**src/design/est_pkg.sv**
```systemverilog
// Shared types and constants for the encoder setpoint thermostat.
// Used by est_front, est_queue, est_back and the top level.
`timescale 1ns / 1ps
`default_nettype none

package est_pkg;

  // Operation codes carried on the op field
  typedef enum logic [1:0] {
    OP_ENC     = 2'd0,
    OP_BTN     = 2'd1,
    OP_SENSOR  = 2'd2,
    OP_RESTORE = 2'd3
  } op_e;

  // Configuration register indexes
  localparam int unsigned CfgIdxW = 2;
  localparam logic [CfgIdxW-1:0] CFG_HIGH_CEILING = 2'd0;
  localparam logic [CfgIdxW-1:0] CFG_LOW_FLOOR    = 2'd1;

  // Reset values
  localparam logic [7:0] HIGH_CEILING_RST = 8'd100;
  localparam logic [7:0] LOW_FLOOR_RST    = 8'd40;
  localparam logic [7:0] HIGH_SET_RST     = 8'd100;
  localparam logic [7:0] LOW_SET_RST      = 8'd40;

  // Sensor scaling: F = 9*raw/80 + 32, the /5 done as *6554 >> 15
  localparam logic [13:0] DIV5_RECIP  = 14'd6554;
  localparam int unsigned DIV5_SHIFT  = 15;
  localparam logic [8:0]  F_OFFSET    = 9'd32;
  localparam logic [7:0]  TEMP_MAX    = 8'd255;

  // Tens digit of a value below 100 as *205 >> 11
  localparam logic [7:0]  DIV10_RECIP = 8'd205;

  // Report characters
  localparam logic [7:0] CH_START = 8'h40;  // '@'
  localparam logic [7:0] CH_PLUS  = 8'h2B;  // '+'
  localparam logic [7:0] CH_END   = 8'h24;  // '$'
  localparam logic [7:0] CH_ZERO  = 8'h30;  // '0'

  // Report slots in send order
  localparam logic [2:0] SLOT_START = 3'd0;
  localparam logic [2:0] SLOT_PLUS  = 3'd1;
  localparam logic [2:0] SLOT_HUND  = 3'd2;
  localparam logic [2:0] SLOT_TENS  = 3'd3;
  localparam logic [2:0] SLOT_ONES  = 3'd4;
  localparam logic [2:0] SLOT_END   = 3'd5;

  // Queue geometry
  localparam int unsigned QDepth = 2;
  localparam int unsigned QPtrW  = $clog2(QDepth);
  localparam int unsigned QCntW  = $clog2(QDepth + 1);

  // Work for the back end: state snapshot after the item, and report flag
  typedef struct packed {
    logic       report;
    logic [7:0] high_set;
    logic [7:0] low_set;
    logic [7:0] temp;
  } desc_t;

endpackage

`default_nettype wire

```
**src/design/est_front.sv**
```systemverilog
// Front end: accepts items, owns the thermostat state and config registers,
// and pushes one descriptor per item into the queue. Depends on est_pkg.
`timescale 1ns / 1ps
`default_nettype none

module est_front (
  input  wire logic                       clk_i,
  input  wire logic                       rst_ni,
  input  wire logic                       cfg_valid_i,
  input  wire logic [est_pkg::CfgIdxW-1:0] cfg_index_i,
  input  wire logic [7:0]                 cfg_data_i,
  input  wire logic                       accept_i,
  input  wire logic [1:0]                 op_i,
  input  wire logic                       enc_a_i,
  input  wire logic                       enc_b_i,
  input  wire logic                       press_low_i,
  input  wire logic                       press_high_i,
  input  wire logic [7:0]                 sensor_low_byte_i,
  input  wire logic [7:0]                 sensor_high_byte_i,
  input  wire logic [7:0]                 restore_high_i,
  input  wire logic [7:0]                 restore_low_i,
  output est_pkg::desc_t                  desc_o
);

  logic [7:0] high_ceiling_q, low_floor_q;
  logic [1:0] phase_q, phase_d;
  logic       edit_high_q, edit_high_d;
  logic [7:0] high_set_q, high_set_d;
  logic [7:0] low_set_q, low_set_d;
  logic [7:0] temp_q, temp_d;
  logic [7:0] reported_q, reported_d;
  logic       report;

  // Config registers
  always_ff @(posedge clk_i or negedge rst_ni) begin
    if (!rst_ni) begin
      high_ceiling_q <= est_pkg::HIGH_CEILING_RST;
      low_floor_q    <= est_pkg::LOW_FLOOR_RST;
    end else if (cfg_valid_i) begin
      if (cfg_index_i == est_pkg::CFG_HIGH_CEILING) high_ceiling_q <= cfg_data_i;
      if (cfg_index_i == est_pkg::CFG_LOW_FLOOR)    low_floor_q    <= cfg_data_i;
    end
  end

  // Decode the Gray-coded encoder sample into a binary phase and a step direction
  logic [1:0] ph;
  logic       step_fwd, step_bwd;
  assign ph       = {enc_b_i, enc_a_i ^ enc_b_i};
  assign step_fwd = (ph == phase_q + 2'd1);
  assign step_bwd = (ph == phase_q - 2'd1);

  // Step the selected setpoint and clamp it
  logic signed [9:0] hv_sum, lv_sum, hv_c, lv_c;
  logic signed [9:0] delta;
  always_comb begin
    delta  = step_fwd ? 10'sd1 : -10'sd1;
    hv_sum = $signed({2'b00, high_set_q}) + delta;
    lv_sum = $signed({2'b00, low_set_q}) + delta;
    hv_c   = hv_sum;
    if (hv_c > $signed({2'b00, high_ceiling_q})) hv_c = $signed({2'b00, high_ceiling_q});
    if (hv_c < $signed({2'b00, low_set_q}))      hv_c = $signed({2'b00, low_set_q});
    lv_c   = lv_sum;
    if (lv_c < $signed({2'b00, low_floor_q}))    lv_c = $signed({2'b00, low_floor_q});
    if (lv_c > $signed({2'b00, high_set_q}))     lv_c = $signed({2'b00, high_set_q});
  end

  // Convert sensor reading to Fahrenheit
  logic [10:0] raw;
  logic [14:0] raw9;
  logic [10:0] raw9_div16;
  logic [24:0] div_prod;
  logic [7:0]  quot;
  logic [8:0]  f_sum;
  logic [7:0]  f_val;
  assign raw        = {sensor_high_byte_i[2:0], sensor_low_byte_i};
  assign raw9       = {raw, 3'b000} + {4'b0000, raw};
  assign raw9_div16 = raw9[14:4];
  assign div_prod   = {14'd0, raw9_div16} * {11'd0, est_pkg::DIV5_RECIP};
  assign quot       = div_prod[est_pkg::DIV5_SHIFT+7:est_pkg::DIV5_SHIFT];
  assign f_sum      = {1'b0, quot} + est_pkg::F_OFFSET;
  assign f_val      = f_sum[8] ? est_pkg::TEMP_MAX : f_sum[7:0];

  // Next state per operation
  always_comb begin
    phase_d     = phase_q;
    edit_high_d = edit_high_q;
    high_set_d  = high_set_q;
    low_set_d   = low_set_q;
    temp_d      = temp_q;
    reported_d  = reported_q;
    report      = 1'b0;
    case (est_pkg::op_e'(op_i))
      est_pkg::OP_ENC: begin
        if (step_fwd || step_bwd) begin
          phase_d = ph;
          if (edit_high_q) high_set_d = hv_c[7:0];
          else             low_set_d  = lv_c[7:0];
        end
      end
      est_pkg::OP_BTN: begin
        if (press_low_i)       edit_high_d = 1'b0;
        else if (press_high_i) edit_high_d = 1'b1;
      end
      est_pkg::OP_SENSOR: begin
        temp_d = f_val;
        if (f_val != reported_q) begin
          reported_d = f_val;
          report     = 1'b1;
        end
      end
      est_pkg::OP_RESTORE: begin
        high_set_d = restore_high_i;
        low_set_d  = restore_low_i;
      end
      default: begin
      end
    endcase
  end

  // Commit state on each accepted item
  always_ff @(posedge clk_i or negedge rst_ni) begin
    if (!rst_ni) begin
      phase_q     <= 2'd0;
      edit_high_q <= 1'b1;
      high_set_q  <= est_pkg::HIGH_SET_RST;
      low_set_q   <= est_pkg::LOW_SET_RST;
      temp_q      <= 8'd0;
      reported_q  <= 8'd0;
    end else if (accept_i) begin
      phase_q     <= phase_d;
      edit_high_q <= edit_high_d;
      high_set_q  <= high_set_d;
      low_set_q   <= low_set_d;
      temp_q      <= temp_d;
      reported_q  <= reported_d;
    end
  end

  // Descriptor carries the state as it stands after this item
  assign desc_o.report   = report;
  assign desc_o.high_set = high_set_d;
  assign desc_o.low_set  = low_set_d;
  assign desc_o.temp     = temp_d;

endmodule

`default_nettype wire

```
**src/design/est_queue.sv**
```systemverilog
// Short descriptor queue between front and back ends.
// Depends on est_pkg for the descriptor type and depth.
`timescale 1ns / 1ps
`default_nettype none

module est_queue (
  input  wire logic      clk_i,
  input  wire logic      rst_ni,
  input  wire logic      push_i,
  input  est_pkg::desc_t push_data_i,
  output logic           full_o,
  input  wire logic      pop_i,
  output logic           head_valid_o,
  output est_pkg::desc_t head_o
);

  est_pkg::desc_t             mem_q [est_pkg::QDepth];
  logic [est_pkg::QPtrW-1:0]  wr_ptr_q, rd_ptr_q;
  logic [est_pkg::QCntW-1:0]  cnt_q;

  assign full_o       = (cnt_q == est_pkg::QCntW'(est_pkg::QDepth));
  assign head_valid_o = (cnt_q != '0);
  assign head_o       = mem_q[rd_ptr_q];

  // Store entries
  always_ff @(posedge clk_i) begin
    if (push_i) mem_q[wr_ptr_q] <= push_data_i;
  end

  // Advance pointers and count
  always_ff @(posedge clk_i or negedge rst_ni) begin
    if (!rst_ni) begin
      wr_ptr_q <= '0;
      rd_ptr_q <= '0;
      cnt_q    <= '0;
    end else begin
      if (push_i) wr_ptr_q <= wr_ptr_q + 1'b1;
      if (pop_i)  rd_ptr_q <= rd_ptr_q + 1'b1;
      if (push_i && !pop_i)      cnt_q <= cnt_q + 1'b1;
      else if (pop_i && !push_i) cnt_q <= cnt_q - 1'b1;
    end
  end

endmodule

`default_nettype wire

```
**src/design/est_back.sv**
```systemverilog
// Back end: expands each descriptor into one to six result items and
// holds them in the output register. Depends on est_pkg.
`timescale 1ns / 1ps
`default_nettype none

module est_back (
  input  wire logic      clk_i,
  input  wire logic      rst_ni,
  input  wire logic      head_valid_i,
  input  est_pkg::desc_t head_i,
  output logic           pop_o,
  output logic           out_valid_o,
  input  wire logic      out_stall_i,
  output logic [7:0]     tx_char_o,
  output logic           tx_valid_o,
  output logic           last_o,
  output logic           cooling_on_o,
  output logic           heating_on_o,
  output logic [7:0]     high_setpoint_out_o,
  output logic [7:0]     low_setpoint_out_o,
  output logic [7:0]     temperature_out_o
);

  logic       out_valid_q;
  logic [7:0] char_q;
  logic       txv_q, last_q, cool_q, heat_q;
  logic [7:0] high_q, low_q, temp_q;
  logic [2:0] k_q;

  // Decimal digits of the temperature
  logic [1:0]  hund;
  logic [6:0]  rem;
  logic [14:0] tens_prod;
  logic [3:0]  tens, ones;
  always_comb begin
    if (head_i.temp >= 8'd200)      hund = 2'd2;
    else if (head_i.temp >= 8'd100) hund = 2'd1;
    else                            hund = 2'd0;
    rem       = 7'(head_i.temp - 8'(hund) * 8'd100);
    tens_prod = {8'd0, rem} * {7'd0, est_pkg::DIV10_RECIP};
    tens      = tens_prod[14:11];
    ones      = 4'(rem - 7'(tens) * 7'd10);
  end

  // Pick the slot for this result: values below 100 skip the hundreds
  logic [2:0] slot;
  logic [7:0] ch;
  logic       is_last;
  always_comb begin
    slot = ((hund == 2'd0) && (k_q >= est_pkg::SLOT_HUND)) ? k_q + 3'd1 : k_q;
    case (slot)
      est_pkg::SLOT_START: ch = est_pkg::CH_START;
      est_pkg::SLOT_PLUS:  ch = est_pkg::CH_PLUS;
      est_pkg::SLOT_HUND:  ch = est_pkg::CH_ZERO + 8'(hund);
      est_pkg::SLOT_TENS:  ch = est_pkg::CH_ZERO + 8'(tens);
      est_pkg::SLOT_ONES:  ch = est_pkg::CH_ZERO + 8'(ones);
      est_pkg::SLOT_END:   ch = est_pkg::CH_END;
      default:             ch = 8'd0;
    endcase
    is_last = head_i.report ? (slot == est_pkg::SLOT_END) : 1'b1;
  end

  logic load;
  assign load  = head_valid_i && (!out_valid_q || !out_stall_i);
  assign pop_o = load && is_last;

  // Walk through the characters of the head descriptor
  always_ff @(posedge clk_i or negedge rst_ni) begin
    if (!rst_ni) begin
      k_q         <= 3'd0;
      out_valid_q <= 1'b0;
    end else begin
      if (load) k_q <= is_last ? 3'd0 : k_q + 3'd1;
      if (load)              out_valid_q <= 1'b1;
      else if (!out_stall_i) out_valid_q <= 1'b0;
    end
  end

  // Output payload register
  always_ff @(posedge clk_i) begin
    if (load) begin
      char_q <= head_i.report ? ch : 8'd0;
      txv_q  <= head_i.report;
      last_q <= is_last;
      cool_q <= head_i.temp > head_i.high_set;
      heat_q <= head_i.temp < head_i.low_set;
      high_q <= head_i.high_set;
      low_q  <= head_i.low_set;
      temp_q <= head_i.temp;
    end
  end

  assign out_valid_o         = out_valid_q;
  assign tx_char_o           = char_q;
  assign tx_valid_o          = txv_q;
  assign last_o              = last_q;
  assign cooling_on_o        = cool_q;
  assign heating_on_o        = heat_q;
  assign high_setpoint_out_o = high_q;
  assign low_setpoint_out_o  = low_q;
  assign temperature_out_o   = temp_q;

  // Character index stays within a six-character report
  a_k_range: assert property (@(posedge clk_i) disable iff (!rst_ni)
    k_q <= est_pkg::SLOT_END)
    else $error("report index out of range");

  // A non-report descriptor is always taken at its first result
  a_plain_single: assert property (@(posedge clk_i) disable iff (!rst_ni)
    (head_valid_i && !head_i.report) |-> (k_q == 3'd0))
    else $error("plain descriptor mid-report");

  // A popped descriptor leaves a last result in the output register
  a_pop_last: assert property (@(posedge clk_i) disable iff (!rst_ni)
    pop_o |=> (out_valid_q && last_q))
    else $error("pop without last result");

  // A result without a character is always the final one
  a_silent_last: assert property (@(posedge clk_i) disable iff (!rst_ni)
    (out_valid_q && !txv_q) |-> last_q)
    else $error("silent result not marked last");

endmodule

`default_nettype wire

```
**src/design/encoder_set_thermostat_unit.sv**
```systemverilog
// Top level of the encoder setpoint thermostat: front end, descriptor queue
// and back end. Depends on est_pkg, est_front, est_queue and est_back.
//
// Usage:
//   Input channel (in_valid_i / in_stall_o) takes one item per cycle unless
//   stalled: an encoder or button sample, sensor reading or setpoint restore.
//   Output channel (out_valid_o / out_stall_i) delivers the results. Every
//   item gives one result, except a sensor reading whose temperature differs
//   from the last reported one: it gives five or six report characters
//   ('@', '+', digits, '$'), one per unstalled cycle, last one marked by last_o.
//   With an empty queue an accepted item is written into the queue, then
//   loaded into the output register, from which the receiver takes it.
//   Single-result items flow at one item per cycle while neither channel
//   stalls; a report holds the back end for its five or six characters, sent
//   one per cycle while out_stall_i is low, while the two-entry queue lets
//   the front end keep accepting until it fills.
//   Config port (cfg_valid_i / cfg_ready_o) is always ready; index 0 sets
//   the high ceiling, index 1 the low floor, other indexes are ignored.
//   Reset empties the queue, drops the output valid flag and restores setpoints to
//   100 and 40, temperature to 0, and the edited setpoint to high.
//   While out_stall_i is high the output holds; the queue fills and then
//   in_stall_o rises until the receiver takes results again.
`timescale 1ns / 1ps
`default_nettype none

module encoder_set_thermostat_unit (
  input  wire logic                        clk_i,
  input  wire logic                        rst_ni,
  input  wire logic                        cfg_valid_i,
  output logic                             cfg_ready_o,
  input  wire logic [est_pkg::CfgIdxW-1:0] cfg_index_i,
  input  wire logic [7:0]                  cfg_data_i,
  input  wire logic                        in_valid_i,
  output logic                             in_stall_o,
  input  wire logic [1:0]                  op_i,
  input  wire logic                        enc_a_i,
  input  wire logic                        enc_b_i,
  input  wire logic                        press_low_i,
  input  wire logic                        press_high_i,
  input  wire logic [7:0]                  sensor_low_byte_i,
  input  wire logic [7:0]                  sensor_high_byte_i,
  input  wire logic [7:0]                  restore_high_i,
  input  wire logic [7:0]                  restore_low_i,
  output logic                             out_valid_o,
  input  wire logic                        out_stall_i,
  output logic [7:0]                       tx_char_o,
  output logic                             tx_valid_o,
  output logic                             last_o,
  output logic                             cooling_on_o,
  output logic                             heating_on_o,
  output logic [7:0]                       high_setpoint_out_o,
  output logic [7:0]                       low_setpoint_out_o,
  output logic [7:0]                       temperature_out_o
);

  est_pkg::desc_t front_desc, head_desc;
  logic           q_full, head_valid, pop, accept;

  assign cfg_ready_o = 1'b1;
  assign in_stall_o  = q_full;
  assign accept      = in_valid_i && !q_full;

  // Classify items and update state
  est_front u_front (
    .clk_i              (clk_i),
    .rst_ni             (rst_ni),
    .cfg_valid_i        (cfg_valid_i),
    .cfg_index_i        (cfg_index_i),
    .cfg_data_i         (cfg_data_i),
    .accept_i           (accept),
    .op_i               (op_i),
    .enc_a_i            (enc_a_i),
    .enc_b_i            (enc_b_i),
    .press_low_i        (press_low_i),
    .press_high_i       (press_high_i),
    .sensor_low_byte_i  (sensor_low_byte_i),
    .sensor_high_byte_i (sensor_high_byte_i),
    .restore_high_i     (restore_high_i),
    .restore_low_i      (restore_low_i),
    .desc_o             (front_desc)
  );

  // Buffer descriptors
  est_queue u_queue (
    .clk_i        (clk_i),
    .rst_ni       (rst_ni),
    .push_i       (accept),
    .push_data_i  (front_desc),
    .full_o       (q_full),
    .pop_i        (pop),
    .head_valid_o (head_valid),
    .head_o       (head_desc)
  );

  // Emit results
  est_back u_back (
    .clk_i               (clk_i),
    .rst_ni              (rst_ni),
    .head_valid_i        (head_valid),
    .head_i              (head_desc),
    .pop_o               (pop),
    .out_valid_o         (out_valid_o),
    .out_stall_i         (out_stall_i),
    .tx_char_o           (tx_char_o),
    .tx_valid_o          (tx_valid_o),
    .last_o              (last_o),
    .cooling_on_o        (cooling_on_o),
    .heating_on_o        (heating_on_o),
    .high_setpoint_out_o (high_setpoint_out_o),
    .low_setpoint_out_o  (low_setpoint_out_o),
    .temperature_out_o   (temperature_out_o)
  );

endmodule

`default_nettype wire
```
**config.mk**
```make
export PLATFORM = sky130hd
export DESIGN_NAME = encoder_set_thermostat_unit
export DESIGN_NICKNAME = d
export VERILOG_FILES = /design/src/design/est_pkg.sv /design/src/design/est_front.sv /design/src/design/est_queue.sv /design/src/design/est_back.sv /design/src/design/encoder_set_thermostat_unit.sv
export SDC_FILE = /design/constraint.sdc
export NUM_CORES = 1
export LEC_CHECK = 0
export BUFFER_PORTS_ARGS = -buffer_cell sky130_fd_sc_hd__buf_2
export CAP_MARGIN = 20
export CORE_MARGIN = 1.5
export CORE_UTILIZATION = 35
export CTS_CLUSTER_SIZE = 8
export DETAILED_ROUTE_END_ITERATION = 16
export SYNTH_ARGS = -nofsm -noshare
export SYNTH_HDL_FRONTEND = slang
export SYNTH_SLANG_ARGS = --single-unit
```
**constraint.sdc**
```tcl
create_clock -name clk_i -period 11.4 [get_ports clk_i]
set_input_delay 0 -clock clk_i [delete_from_list [all_inputs] [get_ports clk_i]]
set_output_delay 0 -clock clk_i [all_outputs]
set_load 0.05 [all_outputs]
```
==> metrics.md, run 1 <==
| Metric | Value |
|---|---|
| Routed len/inst | `15.43 um` |
| Area after DPL | `0.01324 mm^2` |
| Total CTS buffers | `17` |
| Post-CTS Hold Buffers | `22` |
| Mapped Nets | `1520` |
| Vias in the first global route | `9515` |
| Ys flop type | `edfxtp_1` |
| Setup_tns | `0 ps` |
| CTS clock-pin slew for the worst setup and hold paths | `60 ps` |
| Ant. Diodes | `0` |
| Max-slew violation count | `0` |
| Status | `completed` |
| All-layer global routing usage | `0.1605` |
| Crit path arrival time | `8660 ps` |
| # nets final | `1624` |
| Post-Place Cells | `1765` |
| Worst skew pair latency | `420 ps` |
| GP Congestion | `0.8734` |
| YS warnings | `0` |
| Core Footprint | `0.03454 mm^2` |
| Hold Path Class | `input pin to register` |
| PortBufs | `84` |
| Final Hold Viols | `0` |
| Final setup vio count | `0` |
| Worst relative slew slack | `0.3481` |
| Hpwl dp | `22.18 mm` |
| DRC viols | `0` |
| Via/cell ratio | `5.144` |
| Syn Inst Count | `1247` |
| Slowest stage delay, CP | `560 ps` |
| Area Growth Syn to Fin | `14.35%` |
| Initial Util | `0.3560` |
| Post-route cell area | `0.01406 mm^2` |
| Non-filler cells in the finished layout | `1819` |
| Longest Clk Path Bufs | `2` |
| Synth Register Bits | `144` |
| RSZ-0062 raised after global routing | `no` |
| H-tree Lvls | `4` |
| Largest net degree at the start of global routing | `60` |
| Grt ovf | `0` |
| CP startpoint | `sensor_low_byte_i[5]` |
| Clock sinks | `144` |
| FFs w/ async S/R, synth | `0.4097` |
| Highest Clock Rate | `119.5 MHz` |
| Crit start category | `input pin` |
| Syn Std Cell Area | `0.01230 mm^2` |
| Setup bufs post-CTS | `0` |
| Post-route ant nets | `0` |
| Syn_area_per_cell | `9.861 um^2` |
| WP data required | `11700 ps` |
| Synth cell types | `79` |
| Crit end category | `register` |
| Tcrit/Tclk final | `0.7339` |
| Post-synth EDFFs | `85` |
| Clock root buffer | `clkbuf_16` |
| Reg-to-Reg Start | `u_queue.rd_ptr_q` |
| # IOs | `92` |
| DR vias | `9357` |
| Die H | `190.4 um` |
| Initial antenna violation count | `0` |
| Commonest non-fill, non-tap cell in the layout | `ha_1` |
| Max-Cap Viols | `0` |
| Kind of critical path | `input pin to register` |
| PostCTS Resize Cnt | `0` |
| Crit path max fanout | `11` |
| Layout fillers | `3417` |
| Min cycle time layout | `8367 ps` |
| First-pass GRT wire length | `47.00 mm` |
| CTS tree | `done` |
| Clock Skew | `10.81 ps` |
| Sequential area share after synthesis | `0.3288` |
| Die area | `0.03627 mm^2` |
| Die Wd | `190.4 um` |
| DRT Pass-1 Iters | `4` |
| Share of layout cells above drive strength 1 | `0.1327` |
| Initial DRC count | `460` |
| Crit path max-delay cell type | `fa_1` |
| # rows | `68` |
| Worst-Margin Slew | `972.0 ps` |
| Hold wc startpoint | `cfg_index_i[1]` |
| Final WL | `28.06 mm` |
| Most frequent cells in the layout | `177 x ha_1, 168 x inv_1, 116 x nand2_1` |
==> worst max-delay path: cells and delay by family <==
kind | cells | cell delay [ps]
adder cells (fa/ha/maj) | 8 | 3440
AO/OA/AOI/OAI | 15 | 3910
AND/OR/NAND/NOR | 1 | 120
buffers and inverters | 3 | 220
XOR/XNOR | 2 | 610
multiplexers | 1 | 360
==> synth_stat cells, types with 3 or more instances <==
cell type  instances  area (um^2)
ha_1             177         2215
inv_1            168        630.6
nand2_1          116        435.4
edfxtp_1          85         2552
a21oi_1           68        340.3
nor2_1            60        225.2
o21ai_0           52        260.3
dfrtp_1           48         1201
fa_1              43        860.8
xnor2_1           36        315.3
mux2i_1           33        330.3
mux2_2            27        304.0
a31oi_1           26        162.7
clkbuf_1          23        86.33
a21o_1            21        157.7
xor2_1            16        140.1
nand3_1           15        75.07
nor3_1            14        70.07
nor2b_1           13        81.33
o211ai_1          13        97.59
o21a_1            12        90.09
o221ai_1          12        105.1
o32ai_1           12        105.1
dfstp_2           11        289.0
nand2b_1          11        68.82
and3_1            10        62.56
nand4_1           10        62.56
a211oi_1           9        67.56
and2_1             8        50.05
o31ai_1            8        60.06
or2_2              7        43.79
buf_1              5        18.77
o22ai_1            5        31.28
a21boi_0           4        30.03
nand3b_1           4        30.03
a221o_1            3        30.03
a221oi_1           3        26.28
a41o_1             3        30.03
a41oi_1            3        26.28
and4_1             3        26.28
nor3b_1            3        22.52
o21bai_1           3        22.52
==> per-stage QoR <==
step                      hold WS, ps    util  setup slack, ps
after floorplan                -295.6       -             3413
after global placement          187.9  0.3833             2698
after detailed placement        197.2  0.3833             2585
after CTS                       12.59  0.4071             3001
after global routing            47.48  0.4071             2394
final                           31.29  0.4071             3033
==> layout make-up <==
| cell class | count | area (um^2) | area share |
|---|---|---|---|
| Tap cell | 455 | 569.3 | 0.04049 |
| Clock inverter | 11 | 160.2 | 0.01139 |
| Clock buffer | 21 | 440.4 | 0.03132 |
| Inverter | 171 | 641.9 | 0.04565 |
| Sequential cell | 144 | 4043 | 0.2875 |
| Multi-Input combinational cell | 902 | 7498 | 0.5333 |
| Timing Repair Buffer | 115 | 708.2 | 0.05036 |
==> sequential cells by signal, summed over array words and instances, names as in the netlist <==
register and flops:
u_front.temp_q 8, u_back.cooling_on_o 1, u_front.low_floor_q 8, u_front.high_set_q 8, u_back.low_setpoint_out_o 8, u_back.k_q 3, u_queue.wr_ptr_q 1, u_back.tx_valid_o 1
u_back.out_valid_o 1, u_back.heating_on_o 1, u_front.edit_high_q 1, u_front.phase_q 2, u_back.temperature_out_o 8, u_back.tx_char_o 7, u_front.high_ceiling_q 8, u_front.low_set_q 8
u_back.high_setpoint_out_o 8, u_queue.mem_q 50, u_queue.cnt_q 2, u_front.reported_q 8, u_queue.rd_ptr_q 1, u_back.last_o 1
==> final timing paths <==
kind / to / slack, ps / cells after the start
setup / recovery: u_front.reported_q[5] / 3030 / 30
min in group asynchronous: u_front.low_floor_q[2] / 330 / 3
hold reg to reg: u_front.temp_q[2] / 480 / 2
hold / removal: u_front.high_ceiling_q[6] / 30 / 5
setup reg to reg: u_back.tx_char_o[3] / 4090 / 29
max in group asynchronous: u_front.reported_q[1] / 10520 / 3
==> routing by layer <==
metal	global-route usage	wire, um
met4	0.04997	574
met3	0.02374	1357
met2	0.2631	12690
met5	0	0
met1	0.2176	13440
==> cells by family (layout without fill, tap and decap cells) <==
kind of cell,count (synthesis),after routing,synth area share
AO/OA/AOI/OAI,284,284,0.1577
XOR/XNOR,53,53,0.03928
adder cells (fa/ha/maj),220,220,0.2501
buffers and inverters,201,318,0.06196
flip-flops,144,144,0.3288
multiplexers,61,61,0.05250
other,2,2,0.0006107
AND/OR/NAND/NOR,282,282,0.1091
Power of run 1 is not shown: default switching activity piles up to over one toggle a cycle in this logic, so the estimate is an artifact.
==> inputs of run 2 (changes only) <==
==> constraint.sdc (replaced) <==
create_clock -name clk_i -period 8.5 [get_ports clk_i]
set_input_delay 0 -clock clk_i [delete_from_list [all_inputs] [get_ports clk_i]]
set_output_delay 0 -clock clk_i [all_outputs]
set_load 0.05 [all_outputs]
==> metrics.md, run 2 (same netlist as run 1, synthesis figures left out) <==
| Metric | Value |
|---|---|
| Top delay family on crit path | `adder cells` |
| Setup bufs post-CTS | `0` |
| Total CTS buffers | `17` |
| Die area | `0.03627 mm^2` |
| Most frequent cells in the layout | `177 x ha_1, 168 x inv_1, 116 x nand2_1` |
| Clock Skew | `13.58 ps` |
| Clock root buffer | `clkbuf_16` |
| Worst relative slew slack | `0.3487` |
| CP startpoint | `sensor_low_byte_i[3]` |
| Setup_tns | `0 ps` |
| Kind of critical path | `input pin to register` |
| All-layer global routing usage | `0.1614` |
| GR Layer Usage met3 | `0.02521` |
| Area Growth Syn to Fin | `14.53%` |
| GRT met1 Usage | `0.2246` |
| CTS clock-pin slew for the worst setup and hold paths | `70 ps` |
| Slowest stage delay, CP | `580 ps` |
| GR peak layer | `met2` |
| Crit end category | `register` |
| Status | `completed` |
| Largest net degree at the start of global routing | `60` |
| Crit start category | `input pin` |
| Final setup vio count | `0` |
| Worst Path Buf+Inv | `5` |
| Max reg flops | `50` |
| Crit path arrival time | `8240 ps` |
| Max-slew violation count | `0` |
| Crit Reg-Reg Endpoint | `u_back.tx_char_o[3]` |
| Final WL | `28.50 mm` |
| Post-route cell area | `0.01408 mm^2` |
| Worst-Margin Slew | `974.6 ps` |
| Commonest non-fill, non-tap cell in the layout | `ha_1` |
| Max-Cap Viols | `0` |
| Initial antenna violation count | `3` |
| Die H | `190.4 um` |
| CTS tree | `done` |
| Hold Path Class | `input pin to register` |
| Min cycle time layout | `7934 ps` |
| WP data required | `8800 ps` |
| R2R Setup Slk | `1020 ps` |
| RSZ-0062 raised after global routing | `no` |
| Hold wc startpoint | `restore_low_i[2]` |
| DR vias | `9392` |
| Setup crit end | `u_front.reported_q[5]` |
| First-pass GRT wire length | `47.00 mm` |
| Crit path max fanout | `7` |
| M2 GR Usage | `0.2590` |
| Top reg by flops | `u_queue.mem_q` |
| Hpwl dp | `22.54 mm` |
| Core Footprint | `0.03454 mm^2` |
| Post-Place Cells | `1770` |
| Crit-path most repeated cell | `fa_1` |
| # IOs | `92` |
| Share of layout cells above drive strength 1 | `0.1389` |
| Non-filler cells in the finished layout | `1824` |
| Crit path max-delay cell type | `fa_1` |
| Clock sinks | `144` |
| # rows | `68` |
| Worst skew pair latency | `420 ps` |
| Tcrit/Tclk final | `0.9334` |
| Reg-to-Reg Start | `u_queue.rd_ptr_q` |
| Highest Clock Rate | `126.0 MHz` |
| Worst hold margin | `12.98 ps` |
| Area after DPL | `0.01328 mm^2` |
| Initial Util | `0.3560` |
| Initial DRC count | `543` |
| Routed len/inst | `15.63 um` |
| CP Depth | `34` |
| Via/cell ratio | `5.149` |
| Post-route ant nets | `0` |
| Grt ovf | `0` |
| Vias in the first global route | `9248` |
| DRC viols | `0` |
| Die Wd | `190.4 um` |
| R2r worst-path depth | `28` |
| GP Congestion | `0.8567` |
| # nets final | `1628` |
| H-tree Lvls | `4` |
| DRT Pass-1 Iters | `5` |
| Final Hold Viols | `0` |
| Longest Clk Path Bufs | `2` |
| PortBufs | `84` |
run 2: changes by cell type in the layout (fill, tap and decap cells not counted), moves of 2 or more:
cell / previous run / this run
buf_4: 9 / 14
bufinv_16: 3 / 1
inv_8: 1 / 3
clkbuf_1: 4 / 0
run 2: layout make-up:
| cell class | count | area [um^2] |
|---|---|---|
| flip-flops and latches | 144 | 4043 |
| inverters | 171 | 641.9 |
| clock buffers | 18 | 439.2 |
| multi-input cells | 902 | 7502 |
| diodes | 1 | 2.502 |
| fillers | 3421 | 20460 |
| repair buffers | 119 | 735.7 |
| clock inverters | 14 | 150.1 |
| well taps | 455 | 569.3 |
run 2: worst register-to-register path: cells and delay by family, from the launching register on:
family / cells / cell delay (ps)
adder cells (fa/ha/maj): 9 / 3080
XOR/XNOR: 5 / 1010
AO/OA/AOI/OAI: 6 / 890
flip-flops: 1 / 820
AND/OR/NAND/NOR: 4 / 780
multiplexers: 1 / 510
buffers and inverters: 3 / 150
run 2: worst min-delay path by stage:
| stage | end | cells past startpoint | slack [ps] |
|---|---|---|---|
| after floorplan | u_back.k_q[0] | 0 | -300 |
| after global placement | u_front.edit_high_q | 2 | 180 |
| after detailed placement | u_front.edit_high_q | 2 | 180 |
| after CTS | u_front.low_set_q[2] | 5 | 0.4 |
| after global routing | u_front.low_set_q[2] | 5 | 10 |
| final | u_front.low_set_q[2] | 5 | 10 |
run 2: timing repair:
action,4_1_cts,5_1_grt
endpoints found under the hold margin,84,0
setup endpoints to repair,0,6
gates resized for setup,0,1
hold buffers,21,0
run 2: metrics by stage:
| stage | utilization | setup WS (ps) |
|---|---|---|
| final | 0.4077 | 565.7 |
| after floorplan | - | 512.8 |
| after CTS | 0.4075 | 539.2 |
| after global routing | 0.4077 | 8.805 |
| after detailed placement | 0.3844 | 129.9 |
| after global placement | 0.3844 | 305.6 |
run 2: routing by layer:
| layer | up-vias | routed length [um] |
|---|---|---|
| li1 | 4664 | - |
| met1 | 4478 | 13930 |
| met2 | 215 | 12880 |
| met3 | 33 | 1166 |
| met4 | 2 | 507 |
| met5 | - | 13 |
Power of run 2 is left out for the same reason.
==> inputs of run 3 (changes only) <==
--- a/config.mk
+++ b/config.mk
@@ -5,12 +5,16 @@
 export SDC_FILE = /design/constraint.sdc
 export NUM_CORES = 1
 export LEC_CHECK = 0
+export ABC_AREA = 1
 export BUFFER_PORTS_ARGS = -buffer_cell sky130_fd_sc_hd__buf_2
 export CAP_MARGIN = 20
+export CELL_PAD_IN_SITES_DETAIL_PLACEMENT = 2
+export CELL_PAD_IN_SITES_GLOBAL_PLACEMENT = 2
 export CORE_MARGIN = 1.5
 export CORE_UTILIZATION = 35
 export CTS_CLUSTER_SIZE = 8
 export DETAILED_ROUTE_END_ITERATION = 16
+export PLACE_DENSITY_LB_ADDON = 0.1
 export SYNTH_ARGS = -nofsm -noshare
 export SYNTH_HDL_FRONTEND = slang
 export SYNTH_SLANG_ARGS = --single-unit
==> constraint.sdc (replaced) <==
create_clock -name clk_i -period 9.2 [get_ports clk_i]
set_input_delay 0 -clock clk_i [delete_from_list [all_inputs] [get_ports clk_i]]
set_output_delay 0 -clock clk_i [all_outputs]
set_load 0.05 [all_outputs]
==> metrics.md, run 3 <==
| Metric | Value |
|---|---|
| CTS clock-pin slew for the worst setup and hold paths | `70 ps` |
| DR vias | `10177` |
| Final WL | `35.44 mm` |
| Pre-CTS WS | `1547 ps` |
| Initial Util | `0.3584` |
| Post-CTS Hold Buffers | `22` |
| Worst-Margin Slew | `1054 ps` |
| Post-route ant nets | `0` |
| Commonest non-fill, non-tap cell in the layout | `nand2_1` |
| Max-slew violation count | `0` |
| Crit path max fanout | `25` |
| Most frequent cells after synthesis | `315 x nand2_1, 242 x inv_1, 177 x ha_1` |
| Clock root buffer | `clkbuf_16` |
| Top delay family on crit path | `adder cells` |
| Tcrit/Tclk final | `0.8163` |
| Setup ws final | `1690 ps` |
| Share of layout cells above drive strength 1 | `0.1383` |
| Non-filler cells in the finished layout | `2047` |
| Cell accounting for the most synthesized area | `edfxtp_1` |
| Die area | `0.03677 mm^2` |
| Mapped Nets | `1748` |
| WP data required | `9400 ps` |
| Crit start category | `register` |
| RSZ-0062 raised after global routing | `no` |
| YS warnings | `0` |
| Slowest stage delay, CP | `520 ps` |
| Routed len/inst | `17.31 um` |
| GP Congestion | `0.7923` |
| DRT Pass-1 Iters | `4` |
| Syn_area_per_cell | `8.455 um^2` |
| # rows | `68` |
| Ys flop type | `edfxtp_1` |
| Status | `completed` |
| Worst skew pair latency | `440 ps` |
| Worst Path Buf+Inv | `7` |
| CTS tree | `done` |
| Post-Place Cells | `1992` |
| Syn Std Cell Area | `0.01247 mm^2` |
| Top cells by area, synth | `edfxtp_1 20%, ha_1 18%, dfrtp_1 9.6%` |
| Initial antenna violation count | `1` |
| First-pass GRT wire length | `58.26 mm` |
| Max reg flops | `50` |
| Sequential area share after synthesis | `0.3242` |
| Area Growth Syn to Fin | `13.81%` |
| Setup_tns | `0 ps` |
| PostCTS Resize Cnt | `0` |
| Hpwl dp | `28.64 mm` |
| Most frequent cell after synthesis | `nand2_1` |
| Crit end category | `register` |
| Setup bufs post-CTS | `0` |
| # IOs | `92` |
| Most frequent cells in the layout | `315 x nand2_1, 242 x inv_1, 177 x ha_1` |
| Clock Skew | `14.67 ps` |
| H-tree Lvls | `4` |
| All-layer global routing usage | `0.2029` |
| PortBufs | `84` |
| Die H | `191.8 um` |
| Largest net degree at the start of global routing | `60` |
| Post-synth EDFFs | `85` |
| Final Hold Viols | `0` |
| Crit-path most repeated cell | `inv_1` |
| Via/cell ratio | `4.972` |
| Kind of critical path | `register to register` |
| Crit path arrival time | `7710 ps` |
| Top reg by flops | `u_queue.mem_q` |
| Synth cell types | `62` |
| # nets final | `1851` |
| Die Wd | `191.8 um` |
| Min cycle time layout | `7510 ps` |
| Clock sinks | `144` |
| Total CTS buffers | `17` |
| Syn Inst Count | `1475` |
| Crit path max-delay cell type | `fa_1` |
| Longest Clk Path Bufs | `2` |
| Synth Register Bits | `144` |
| Top-area cell type share of the netlist area | `0.2047` |
| Worst relative slew slack | `0.2973` |
| Hold Path Class | `input pin to register` |
| Highest Clock Rate | `133.2 MHz` |
| Initial DRC count | `291` |
| Max-Cap Viols | `0` |
| Vias in the first global route | `11189` |
| Grt ovf | `0` |
| DRC viols | `0` |
| FFs w/ async S/R, synth | `0.4097` |
| Core Footprint | `0.03480 mm^2` |
| Final setup vio count | `0` |
[run 3: changes by cell type after synthesis, sizes merged, moves of 13 or more]
cell	delta
nand3	+48
a21o	-15
mux2i	-33
a31oi	-22
inv	+89
or2	+17
xnor2	-23
nand2	+222
mux2	-28
o21ai	+60
o32ai	-13
xor2	+15
nor2b	-13
[run 3: through the flow]
| step | area [um^2] | hold slack [ps] | util |
|---|---|---|---|
| floorplan | 12470 | -295.6 | - |
| global placement | 13380 | 184.9 | 0.3844 |
| detailed placement | 13380 | 180.4 | 0.3844 |
| CTS | 14190 | 18.78 | 0.4078 |
| global route | 14190 | 68.84 | 0.4078 |
| finish | 14190 | 37.34 | 0.4078 |
[run 3: per-layer routing]
| layer | vias up | wire length [um] | GRT usage |
|---|---|---|---|
| li1 | 5048 | - | - |
| met1 | 4986 | 16350 | 0.2590 |
| met2 | 117 | 17810 | 0.3620 |
| met3 | 26 | 800 | 0.02485 |
| met4 | 0 | 475 | 0.04928 |
| met5 | - | 0 | 0 |
[run 3: final timing paths]
| path | from | to | slack, ps | cells past startpoint |
|---|---|---|---|---|
| setup / recovery | u_queue.rd_ptr_q | u_back.tx_char_o[3] | 1690 | 34 |
| hold / removal | in_valid_i | u_front.high_set_q[2] | 40 | 5 |
| setup reg to reg | u_queue.rd_ptr_q | u_back.tx_char_o[3] | 1690 | 34 |
| hold reg to reg | u_front.high_ceiling_q[3] | u_front.high_ceiling_q[3] | 490 | 2 |
| max in group asynchronous | rst_ni | u_front.reported_q[2] | 8330 | 3 |
| min in group asynchronous | rst_ni | u_front.high_ceiling_q[3] | 260 | 3 |
[run 3: kinds of logic (layout without fill, tap and decap cells)]
group / Yosys count / in the layout / synth area share
and+or+nand+nor: 525 / 525 / 0.1901
xor gates and xnor gates: 45 / 45 / 0.03371
other: 2 / 3 / 0.0006022
buffers and inverters: 288 / 404 / 0.08919
AOI/OAI and AO/OA: 251 / 251 / 0.1156
DFF: 144 / 144 / 0.3242
adders and majority gates: 220 / 220 / 0.2466
[run 3: area by class of cell]
cell class / instances / area (um^2)
diodes: 1 / 2.502
inverters: 259 / 972.2
multi-input cells: 1043 / 7321
well taps: 455 / 569.3
clock inverters: 15 / 166.4
flip-flops and latches: 144 / 4043
clock buffers: 17 / 425.4
fillers: 3950 / 20610
repair buffers: 113 / 693.2
[run 3: worst register-to-register path: cells and delay by family, from the launching register on]
| kind | cells | cell delay, ps |
|---|---|---|
| adders and majority gates | 9 | 2870 |
| DFF | 1 | 390 |
| buffers and inverters | 7 | 780 |
| AOI/OAI and AO/OA | 7 | 1690 |
| xor gates and xnor gates | 4 | 710 |
| and+or+nand+nor | 7 | 870 |
Power of run 3 is left out for the same reason.
